<file path="config.mk">
export PLATFORM = sky130hd
export DESIGN_NAME = chunked_body_decoder_flat
export DESIGN_NICKNAME = d
export VERILOG_FILES = /design/src/design/cbd_pkg.sv /design/src/design/cbd_if.sv /design/src/design/chunked_body_decoder.sv /design/src/design/cbd_step.sv /design/src/flat_wrapper.sv
export SDC_FILE = /design/constraint.sdc
export NUM_CORES = 1
export LEC_CHECK = 0
export ABC_AREA = 0
export BUFFER_PORTS_ARGS = -buffer_cell sky130_fd_sc_hd__buf_4
export CAP_MARGIN = 20
export CORE_AREA = 2 2 148 150
export CTS_CLUSTER_DIAMETER = 80
export DETAILED_ROUTE_END_ITERATION = 8
export DIE_AREA = 0 0 150 152
export SETUP_SLACK_MARGIN = 0.15
export SYNTH_ARGS = -nofsm -noshare
export SYNTH_HDL_FRONTEND = slang
export SYNTH_HIERARCHICAL = 1
export SYNTH_SLANG_ARGS = --single-unit
</file>
<file path="constraint.sdc">
create_clock -name i_clk -period 3.6 [get_ports i_clk]
set_input_delay 1.08 -clock i_clk [delete_from_list [all_inputs] [get_ports i_clk]]
set_output_delay 1.08 -clock i_clk [all_outputs]
set_load 0.03 [all_outputs]
</file>
<file path="src/design/cbd_pkg.sv">
`default_nettype none
package cbd_pkg;

    localparam int CBD_SIZE_BITS = 31;
    localparam int CBD_BYTE_W    = 8;
    localparam int CBD_CNT_W     = 32;

    localparam logic [CBD_CNT_W-1:0] CBD_MAX_RESET = '1;

    typedef logic [2:0] t_phase;

    localparam t_phase PH_LINE_START = 3'd0;
    localparam t_phase PH_BLANKS     = 3'd1;
    localparam t_phase PH_DIGITS     = 3'd2;
    localparam t_phase PH_LINE_REST  = 3'd3;
    localparam t_phase PH_PAYLOAD    = 3'd4;
    localparam t_phase PH_SKIP_END   = 3'd5;

    localparam logic [CBD_BYTE_W-1:0] ASCII_LF = 8'h0A;

    typedef struct packed {
        t_phase               phase;
        logic                 seen_hex;
        logic                 done;
        logic                 trunc;
        logic [CBD_CNT_W-1:0] total;
    } t_state;

    typedef struct packed {
        logic                  data_valid;
        logic [CBD_BYTE_W-1:0] payload_byte;
        logic                  body_complete;
        logic                  body_truncated;
        logic [CBD_CNT_W-1:0]  decoded_count;
    } t_result;

    function automatic logic is_blank(input logic [CBD_BYTE_W-1:0] c);
        return c inside {8'h20, 8'h09, 8'h0D, 8'h0B, 8'h0C};
    endfunction

    function automatic logic is_hex(input logic [CBD_BYTE_W-1:0] c);
        return (c inside {[8'h30:8'h39]}) || (c inside {[8'h61:8'h66]})
            || (c inside {[8'h41:8'h46]});
    endfunction

    function automatic logic [3:0] hex_val(input logic [CBD_BYTE_W-1:0] c);
        logic [3:0] v;
        if (c inside {[8'h30:8'h39]}) begin
            v = c[3:0];
        end else begin
            v = c[3:0] + 4'd9;
        end
        return v;
    endfunction

endpackage
`default_nettype wire

</file>
<file path="src/design/cbd_if.sv">
`default_nettype none
interface cbd_in_if import cbd_pkg::*; ();
    logic                  valid;
    logic                  ready;
    logic [CBD_BYTE_W-1:0] in_byte;

    modport source (output valid, output in_byte, input ready);
    modport sink   (input valid, input in_byte, output ready);
endinterface

interface cbd_out_if import cbd_pkg::*; ();
    logic                  valid;
    logic                  ready;
    logic                  data_valid;
    logic [CBD_BYTE_W-1:0] payload_byte;
    logic                  body_complete;
    logic                  body_truncated;
    logic [CBD_CNT_W-1:0]  decoded_count;

    modport source (output valid, output data_valid, output payload_byte,
                    output body_complete, output body_truncated,
                    output decoded_count, input ready);
    modport sink   (input valid, input data_valid, input payload_byte,
                    input body_complete, input body_truncated,
                    input decoded_count, output ready);
endinterface
`default_nettype wire

</file>
<file path="src/design/chunked_body_decoder.sv">
// The result of a byte transferred in is registered and shown from the next cycle on.
// One byte per cycle unless a held result stalls; the parse state takes one step per byte.
// The output register keeps taking bytes while its held result is transferred out.
// Reset (synchronous, active low): size-line start, counters and flags cleared,
// max_body_length set to all ones, no result held.
`default_nettype none
module chunked_body_decoder import cbd_pkg::*; #(
    parameter int SIZE_BITS = CBD_SIZE_BITS
) (
    input  wire logic                 i_clk,
    input  wire logic                 i_rst_n,
    input  wire logic                 i_cfg_we,
    input  wire logic [CBD_CNT_W-1:0] i_cfg_wdata,
    cbd_in_if.sink                    i_in,
    cbd_out_if.source                 o_out
);

    logic [CBD_CNT_W-1:0]  r_max_len;
    t_state                r_st;
    t_state                n_st;
    logic [SIZE_BITS-1:0]  r_chunk;
    logic [SIZE_BITS-1:0]  n_chunk;
    logic                  r_out_valid;
    t_result               r_res;
    t_result               n_res;
    logic                  in_fire;

    assign i_in.ready = !r_out_valid || o_out.ready;
    assign in_fire    = i_in.valid && i_in.ready;

    cbd_step #(
        .SIZE_BITS (SIZE_BITS)
    ) u_step (
        .i_byte    (i_in.in_byte),
        .i_max_len (r_max_len),
        .i_st      (r_st),
        .i_chunk   (r_chunk),
        .o_st      (n_st),
        .o_chunk   (n_chunk),
        .o_res     (n_res)
    );

    always_ff @(posedge i_clk) begin
        if (!i_rst_n) begin
            r_max_len <= CBD_MAX_RESET;
        end else if (i_cfg_we) begin
            r_max_len <= i_cfg_wdata;
        end
    end

    always_ff @(posedge i_clk) begin
        if (!i_rst_n) begin
            r_st.phase    <= PH_LINE_START;
            r_st.seen_hex <= 1'b0;
            r_st.done     <= 1'b0;
            r_st.trunc    <= 1'b0;
            r_st.total    <= '0;
            r_chunk       <= '0;
            r_out_valid   <= 1'b0;
        end else begin
            if (in_fire) begin
                r_st        <= n_st;
                r_chunk     <= n_chunk;
                r_out_valid <= 1'b1;
            end else if (o_out.ready) begin
                r_out_valid <= 1'b0;
            end
        end
    end

    always_ff @(posedge i_clk) begin
        if (in_fire) begin
            r_res <= n_res;
        end
    end

    assign o_out.valid          = r_out_valid;
    assign o_out.data_valid     = r_res.data_valid;
    assign o_out.payload_byte   = r_res.payload_byte;
    assign o_out.body_complete  = r_res.body_complete;
    assign o_out.body_truncated = r_res.body_truncated;
    assign o_out.decoded_count  = r_res.decoded_count;

    a_done_sticky: assert property (@(posedge i_clk) disable iff (!i_rst_n)
        r_st.done |=> r_st.done)
        else $error("body_complete cleared after being set");

    a_trunc_done: assert property (@(posedge i_clk) disable iff (!i_rst_n)
        r_st.trunc |-> r_st.done)
        else $error("truncated without complete");

    a_fire_result: assert property (@(posedge i_clk) disable iff (!i_rst_n)
        in_fire |=> r_out_valid)
        else $error("transfer in left no result");

    a_count_step: assert property (@(posedge i_clk) disable iff (!i_rst_n)
        (in_fire && n_res.data_valid) |=> (r_st.total == $past(r_st.total) + 1'b1))
        else $error("payload byte did not advance count");

endmodule
`default_nettype wire

</file>
<file path="src/design/cbd_step.sv">
`default_nettype none
module cbd_step import cbd_pkg::*; #(
    parameter int SIZE_BITS = CBD_SIZE_BITS
) (
    input  wire logic [CBD_BYTE_W-1:0] i_byte,
    input  wire logic [CBD_CNT_W-1:0]  i_max_len,
    input  wire t_state                i_st,
    input  wire logic [SIZE_BITS-1:0]  i_chunk,
    output t_state                     o_st,
    output logic [SIZE_BITS-1:0]       o_chunk,
    output t_result                    o_res
);

    localparam logic [SIZE_BITS-1:0] CHUNK_ONE = {{(SIZE_BITS-1){1'b0}}, 1'b1};

    logic                   lf;
    logic                   blank;
    logic                   hex;
    logic [3:0]             digit;
    logic [SIZE_BITS+3:0]   acc;
    logic [SIZE_BITS-1:0]   acc_sat;
    logic [SIZE_BITS-1:0]   first_digit;
    logic                   valid;

    assign lf          = (i_byte == ASCII_LF);
    assign blank       = is_blank(i_byte);
    assign hex         = is_hex(i_byte);
    assign digit       = hex_val(i_byte);
    assign acc         = {i_chunk, 4'b0000} | {{SIZE_BITS{1'b0}}, digit};
    assign acc_sat     = (acc[SIZE_BITS+3:SIZE_BITS] != 4'd0) ? {SIZE_BITS{1'b1}}
                                                              : acc[SIZE_BITS-1:0];
    assign first_digit = {{(SIZE_BITS-4){1'b0}}, digit};

    always_comb begin
        o_st    = i_st;
        o_chunk = i_chunk;
        valid   = 1'b0;
        if (!i_st.done) begin
            case (i_st.phase)
                PH_BLANKS, PH_DIGITS, PH_LINE_REST: begin
                    if (lf) begin
                        if (!i_st.seen_hex || i_chunk == '0) begin
                            o_st.done  = 1'b1;
                            o_st.phase = PH_LINE_START;
                        end else begin
                            o_st.phase = PH_PAYLOAD;
                        end
                        o_st.seen_hex = 1'b0;
                    end else if (i_st.phase == PH_BLANKS) begin
                        if (blank) begin
                            o_st.phase = PH_BLANKS;
                        end else if (hex) begin
                            o_chunk       = acc_sat;
                            o_st.seen_hex = 1'b1;
                            o_st.phase    = PH_DIGITS;
                        end else begin
                            o_st.phase = PH_LINE_REST;
                        end
                    end else if (i_st.phase == PH_DIGITS) begin
                        if (hex) begin
                            o_chunk       = acc_sat;
                            o_st.seen_hex = 1'b1;
                        end else begin
                            o_st.phase = PH_LINE_REST;
                        end
                    end
                end
                PH_PAYLOAD: begin
                    if (i_st.total < i_max_len) begin
                        valid      = 1'b1;
                        o_st.total = i_st.total + 1'b1;
                        o_chunk    = i_chunk - 1'b1;
                        if (i_chunk == CHUNK_ONE) begin
                            o_st.phase = PH_SKIP_END;
                        end
                    end else begin
                        o_st.trunc = 1'b1;
                        o_st.done  = 1'b1;
                    end
                end
                PH_SKIP_END: begin
                    if (lf) begin
                        o_st.phase = PH_LINE_START;
                    end
                end
                default: begin
                    o_st.seen_hex = 1'b0;
                    o_chunk       = '0;
                    if (lf) begin
                        o_st.phase = PH_LINE_START;
                    end else if (blank) begin
                        o_st.phase = PH_BLANKS;
                    end else if (hex) begin
                        o_chunk       = first_digit;
                        o_st.seen_hex = 1'b1;
                        o_st.phase    = PH_DIGITS;
                    end else begin
                        o_st.phase = PH_LINE_REST;
                    end
                end
            endcase
        end
    end

    always_comb begin
        o_res.data_valid     = valid;
        o_res.payload_byte   = valid ? i_byte : '0;
        o_res.body_complete  = o_st.done;
        o_res.body_truncated = o_st.trunc;
        o_res.decoded_count  = o_st.total;
    end

endmodule
`default_nettype wire

</file>
<file path="src/flat_wrapper.sv">
// flat-port wrapper written by rule: the top's interface ports become plain ports
module chunked_body_decoder_flat import cbd_pkg::*;
#(
    parameter int SIZE_BITS = CBD_SIZE_BITS
)
  (i_clk, i_rst_n, i_cfg_we, i_cfg_wdata, i_in_valid, i_in_in_byte, i_in_ready, o_out_valid, o_out_data_valid, o_out_payload_byte, o_out_body_complete, o_out_body_truncated, o_out_decoded_count, o_out_ready);
  cbd_in_if i_in_i ();
  cbd_out_if o_out_i ();
  input  wire logic i_clk;
  input  wire logic i_rst_n;
  input  wire logic i_cfg_we;
  input  wire logic [CBD_CNT_W-1:0] i_cfg_wdata;
  input wire logic [$bits(i_in_i.valid)-1:0] i_in_valid;
  input wire logic [$bits(i_in_i.in_byte)-1:0] i_in_in_byte;
  output wire logic [$bits(i_in_i.ready)-1:0] i_in_ready;
  output wire logic [$bits(o_out_i.valid)-1:0] o_out_valid;
  output wire logic [$bits(o_out_i.data_valid)-1:0] o_out_data_valid;
  output wire logic [$bits(o_out_i.payload_byte)-1:0] o_out_payload_byte;
  output wire logic [$bits(o_out_i.body_complete)-1:0] o_out_body_complete;
  output wire logic [$bits(o_out_i.body_truncated)-1:0] o_out_body_truncated;
  output wire logic [$bits(o_out_i.decoded_count)-1:0] o_out_decoded_count;
  input wire logic [$bits(o_out_i.ready)-1:0] o_out_ready;
  assign i_in_i.valid = i_in_valid;
  assign i_in_i.in_byte = i_in_in_byte;
  assign i_in_ready = i_in_i.ready;
  assign o_out_valid = o_out_i.valid;
  assign o_out_data_valid = o_out_i.data_valid;
  assign o_out_payload_byte = o_out_i.payload_byte;
  assign o_out_body_complete = o_out_i.body_complete;
  assign o_out_body_truncated = o_out_i.body_truncated;
  assign o_out_decoded_count = o_out_i.decoded_count;
  assign o_out_i.ready = o_out_ready;
  chunked_body_decoder #(.SIZE_BITS(SIZE_BITS)) u_core (.i_clk(i_clk), .i_rst_n(i_rst_n), .i_cfg_we(i_cfg_we), .i_cfg_wdata(i_cfg_wdata), .i_in(i_in_i), .o_out(o_out_i));
endmodule
</file>
# --- Word level (Yosys, flattened, before mapping) ---
# Index checks and enable logic that the tools add are counted.
totals:
  reg_bits: 145
  latchBits: 0
  mem_bits_rw: 0
  romBits: 0
  in_bits: 45
  output_inout_bits: 45
  elab_cells: 109
  memories: 0
classes:
  n_addsub: 3
  multipliers: 0
  div: 0
  magnitude_cmp: 7
  n_eq_ne: 21
  shifts: 0
  muxes: 42
  bitwise: 4
  n_reduce_logical: 19
ops:
  columns: ["operator", "count"]
  rows:
  - ["31-bit 2-to-1 mux", 7]
  - ["31-bit case mux with 3 select lines", 1]
  - ["8-bit by 4-bit equality test with 1-bit output (second input constant)", 5]
  - ["35-bit by 4-bit bitwise OR with 35-bit output", 1]
  - ["34-bit 2-to-1 mux", 1]
  - ["33-bit 2-to-1 mux", 1]
  - ["32-bit by 1-bit adder with 32-bit output (second input constant)", 1]
  - ["32-bit < comparator", 1]
  - ["32-bit 2-to-1 mux", 1]
  - ["31-bit by 1-bit equality test with 1-bit output (second input constant)", 1]
  - ["31-bit zero test", 1]
  - ["31-bit by 1-bit subtractor with 31-bit output (second input constant)", 1]
  - ["4-bit 2-to-1 mux", 7]
  - ["3-bit 2-to-1 mux", 6]
  - ["8-bit by 7-bit >= comparator with 1-bit output (second input constant)", 2]
  - ["8-bit by 7-bit less-or-equal comparator with 1-bit output (second input constant)", 2]
  - ["7-bit AND reduction", 2]
  - ["1-bit 2-to-1 mux", 13]
  - ["4-bit inequality test (second input constant)", 3]
  - ["3-bit case mux with 3 select lines", 1]
  - ["8-bit by 6-bit equality test with 1-bit output (second input constant)", 1]
  - ["8-bit by 6-bit >= comparator with 1-bit output (second input constant)", 1]
  - ["8-bit by 6-bit less-or-equal comparator with 1-bit output (second input constant)", 1]
  - ["2-bit inequality test (second input constant)", 4]
  - ["17 further kinds", 31]

# --- Depth between registers and ports, before layout ---
logic_depth:
  word_depth: 11
  depth_mapped: 14
  ltp_nobuf: 12

# --- Hierarchy ---
# The synthesis kept the hierarchy.
by_module_without_submodules:
  columns: ["mod", "instances", "cells_each", "area_each_um2", "seq_area_each_um2"]
  rows:
  - ["chunked_body_decoder", 1, 451, 5281.3, 3333.2]
  - ["cbd_step", 1, 658, 4120.2, 0.0]

# --- Least setup slack after synthesis ---
# OpenSTA, ideal clock, no wires.
synth_path:
  path_kind: "input port to flip-flop"
  startpoint: "in i_in_in_byte[0]"
  endpoint: "reg u_core.r_chunk[10]"
  setup_ns: 0.072
  arrival_ns: 3.163
  required_time_ns: 3.528
  setup_slack_ns: 0.365
  path_stages: 12
  n_path_buf: 1
  path_cell_list: "inv_1 -> ha_1 -> nor4bb_1 -> a31oi_1 -> a221o_1 -> and3b_1 -> clkbuf_1 -> mux2_1 -> o32a_1 -> a22oi_1 -> nand2_1 -> mux2i_1"
synth_via:
  elab_chain_cells: 9
  word_cells_on_any_way: 27
  cone_classes: "order compare (6); eq/ne (8); mux (6); reduce/logical (7)"
synth_rtl:
  columns: ["item", "line_no", "source"]
  rows:
  - ["start: declaration", "flat_wrapper.sv:14", "input wire logic [$bits(i_in_i.in_byte)-1:0] i_in_in_byte;"]
  - ["8-bit by 6-bit >= comparator with 1-bit output, or another cell as far along", "cbd_pkg.sv:42", "return (c inside {[8'h30:8'h39]}) || (c inside {[8'h61:8'h66]})"]
  - ["1-bit logical AND", "cbd_pkg.sv:42", null]
  - ["1-bit logical OR", "cbd_pkg.sv:42", null]
  - ["1-bit logical OR", "cbd_pkg.sv:43", "|| (c inside {[8'h41:8'h46]});"]
  - ["31-bit 2-to-1 mux", null, null]
  - ["31-bit 2-to-1 mux (on tied branches)", null, null]
  - ["31-bit 2-to-1 mux (2 in a row)", null, null]
  - ["31-bit case mux with 3 select lines", "cbd_step.sv:39", "case (i_st.phase)"]
  - ["end signal: assignment", "chunked_body_decoder.sv:63", "r_chunk <= n_chunk;"]
  - ["end: declaration", "chunked_body_decoder.sv:21", "logic [SIZE_BITS-1:0] r_chunk;"]
# Parallel ways exist; a longest one is shown, timed or not. The select of a mux whose other input is x is not followed.
# A chain may end at the register's enable or synchronous reset.

# --- Final worst setup path ---
layout_path:
  startpoint: "in i_in_in_byte[0]"
  endpoint: "reg u_core.r_chunk[28]"
# Same word-level chain as after synthesis.

==> out/qor.yml <==
setup_path:
  worstPathArrival_ps: 3560
  reg2reg_from: "u_core/r_max_len[29]"
  slowest_stage: "a221o_1"
  rr_worst_depth: 11
  reg2reg_to: "u_core/r_st[23]"
  crit_required_ps: 3950
  rrSetupSlack_ps: 510
  cp_top_family: "simple AND/OR/NAND/NOR gates"
  start_kind: "input port"
  path_max_fanout: 19
  cp-end-kind: "flop"
  path_class: "input port to flop"
  crit_buf_inv: 3
  crit_top_cell: "buf_4"
  cpPeakStageDelay_ps: 380
  path_cells: "buf_4, inv_1, ha_1, nor4bb_1, a31oi_1, a221o_1, and3b_1, buf_4, nor2_1, o31ai_1, o311ai_1, nand2_1, mux2i_1"
clock_network:
  worstSkewPairLatency_ps: 430
  cts_tree: "yes"
  cts_max_level: 4
  root_buffer: "clkbuf_16"
  clk_pin_slew_ps: 60
  cts_sinks: 145
  clk_path_buf_depth: 2
  cts_buffers: 17
  cts_hold_buf: 0
  post_cts_buffers: 0
  cts-resized-gates: 0
synthesis:
  synth_fp_nets: 1192
  ys_seq_elements: 145
  yosysSeqAreaShare_pct: 35.45
  async_flop_share_pct: 0
  ys_types: 78
  yosys.area.top_type_share_pct: 21.72
  synth-edff-count: 43
  synthTopCellsByArea: "dfxtp_1, edfxtp_1, mux2i_1"
  synth_area_leader_cell: "dfxtp_1"
  syn_area_mm2: 0.009402
  yosysWarnings: 6
  syn_inst: 1109
  synth_ff_type: "dfxtp_1"
  syn_area_per_cell_um2: 8.477
placement:
  place_congestion: 0.9241
  pre_cts_ws_ps: 35.14
  place_area_mm2: 0.01000
  dp_hpwl_um: 16930
  portBuffers: 89
power_and_ir_drop:
  power_density_mw_per_mm2: 380.6
  power.leakage_nw: 4.603
  vdd_drop_max_mv: 0.2669
sta:
  worstMarginPinSlew_ps: 654.9
  clock_skew_ps: 10.91
  finalHoldViolations: 0
  finalSetupTns_ps: 0
  max_slew_margin_pct: 56.34
  fin_crit_sh_pct: 89.11
  setup_viol: 0
  max_freq_ghz: 0.3117
  fin_crit_ps: 3208
  maxSlewViolCount: 0
  fin_ws_ps: 392.0
  rsz0062_at_grt: "false"
final_layout:
  diodes: 0
  area_delta_synth_final_pct: 12.58
  drive_gt1_share_pct: 14.57
  final_util_pct: 49.57
  fillers: 2086
  final_nets: 1230
  fin_area_mm2: 0.01058
status:
  outcome: "complete, no violations"
global_routing:
  grt_pass1_vias: 7595
  grt_use_met1_pct: 28.31
  grt_pass1_wl_um: 39120
  grt-busiest-layer: "met2"
  overflow: 0
  gr-usage-met2_pct: 35.05
  antenna_found_initial: 0
  grtUsageTotal_pct: 21.18
  met3_usage_pct: 3.093
  grt_max_degree: 62
floorplan:
  start_util_pct: 44.03
  ios: 90
  die_area_mm2: 0.02280
  die_h_um: 152
  core.rowCount: 54
  core_area_mm2: 0.02135
  die_x_um: 150
route:
  antenna_left: 0
  routedWlPerCell_um: 16.77
  vias_per_cell: 5.606
  drt_iter0_markers: 487
  firstDrtPassIters: 5
  num_vias: 8073
  routed_wl_um: 24140
  drc_errors: 0
min_path:
  hold_start: "u_core/r_st[32]"
  holdPathEnd: "u_core/r_st[32]"
  hold_depth: 2
  hold_path_class: "flop to flop"
flow_run:
  drv_cap: 0
==> how the worst max path moves through the flow <==
stage                              start            endpoint  slack (ps)  cells past startpoint
floorplan                i_in_in_byte[0]  u_core/r_chunk[10]         370                     12
global placement         i_in_in_byte[0]  u_core/r_chunk[28]         140                     13
detailed placement       i_in_in_byte[0]  u_core/r_chunk[28]          40                     13
CTS                 u_core/r_max_len[30]     u_core/r_st[27]         440                     11
global route             i_in_in_byte[0]  u_core/r_chunk[28]         170                     13
finish                   i_in_in_byte[0]  u_core/r_chunk[28]         390                     13
==> flip-flops by register name, indices dropped and copies added, names as in the netlist <==
register / count
u_core/o_out.payload_byte: 8
u_core/r_st: 38
u_core/r_chunk: 31
u_core/o_out.valid: 1
u_core/r_max_len: 32
u_core/o_out.data_valid: 1
u_core/o_out.body_complete: 1
u_core/o_out.decoded_count: 32
u_core/o_out.body_truncated: 1
==> cell families after synthesis <==
group	count (synthesis)	synth area share, %
multiplexers	105	11.21
XOR/XNOR	32	2.981
flip-flops	145	35.45
buffers and inverters	148	9.169
adder cells (fa/ha/maj)	38	5.057
AND/OR/NAND/NOR	454	22.88
AO/OA/AOI/OAI	187	13.26
==> cells in the final DEF, fill, tap and decap left out, types with 4 or more instances in the layout <==
cell and count:
or3_1 23, o31ai_1 7, nor2_1 58, ha_1 38, nand2b_1 5, a31oi_1 9, a211oi_1 5, nor4_1 8
clkinv_4 4, o211ai_1 20, o21a_1 5, o311ai_1 5, mux2i_1 103, and3_1 16, nor2b_1 4, xor2_1 14
clkbuf_16 17, and4_1 4, buf_4 117, a22oi_1 5, nor3_1 41, nand2_1 215, dfxtp_1 102, a21oi_1 36
o21ai_0 38, a221o_1 4, o21ai_1 13, edfxtp_1 43, inv_1 46, nand4_1 16, xnor2_1 18, nand3_1 36
==> metal layers <==
| layer | up-vias | share of wire, % |
|---|---|---|
| met2 | 265 | 48 |
| met3 | 29 | 5.5 |
| met1 | 3780 | 45 |
| met5 | - | 0 |
| li1 | 3999 | - |
| met4 | 0 | 1.5 |
==> synthesized netlist by cell type, types with 4 or more instances <==
cell	number
dfxtp_1	102
buf_4	36
xnor2_1	18
mux2i_1	103
nand4_1	16
and3_1	16
a22oi_1	5
o311ai_1	5
or3_1	23
o21a_1	5
buf_12	8
xor2_1	14
nor2b_1	4
a21oi_1	36
nor2_1	58
buf_2	21
nor3_1	41
o21ai_0	38
inv_1	46
o211ai_1	20
and4_1	4
nor4_1	8
edfxtp_1	43
ha_1	38
a221o_1	4
a31oi_1	9
nand2_1	215
nand2b_1	5
clkbuf_1	34
nand3_1	36
o21ai_1	13
o31ai_1	7
a211oi_1	5
==> worst reg2reg max path, cell delays in order (launching register included) <==
cell and delay (ps):
dfxtp_1 360, inv_1 80, ha_1 310, nand4_1 190
nor2_1 90, a211o_1 280, nor3_2 480, and3_1 530
and3_1 250, xor2_1 240, nand2_1 80, mux2i_1 120
==> cell type report <==
type / count / area [µm²] / area share, %
Timing Repair Buffer: 120 / 938.4 / 8.866
Multi-Input combinational cell: 816 / 5206 / 49.19
Clock inverter: 15 / 153.9 / 1.454
Tap cell: 280 / 350.3 / 3.310
Inverter: 47 / 176.4 / 1.667
Clock buffer: 17 / 425.4 / 4.019
Sequential cell: 145 / 3333 / 31.49
==> through the flow <==
stage          hold slack (ps)  power [mW]  std cells
2_1_floorplan            431.3       2.169       1109
3_3_place_gp             443.3       2.326       1408
3_5_place_dp             447.6       2.329       1408
4_1_cts                  459.7       4.064       1440
5_1_grt                  485.5       4.182       1440
6_report                 458.5       4.028       1440
==> power by group <==
group | switching (mW) | internal, mW
registers | 0.0298 | 1.73
clock network | 0.761 | 0.970
logic | 0.334 | 0.203
No activity file was read; power rests on OpenSTA's default activity.
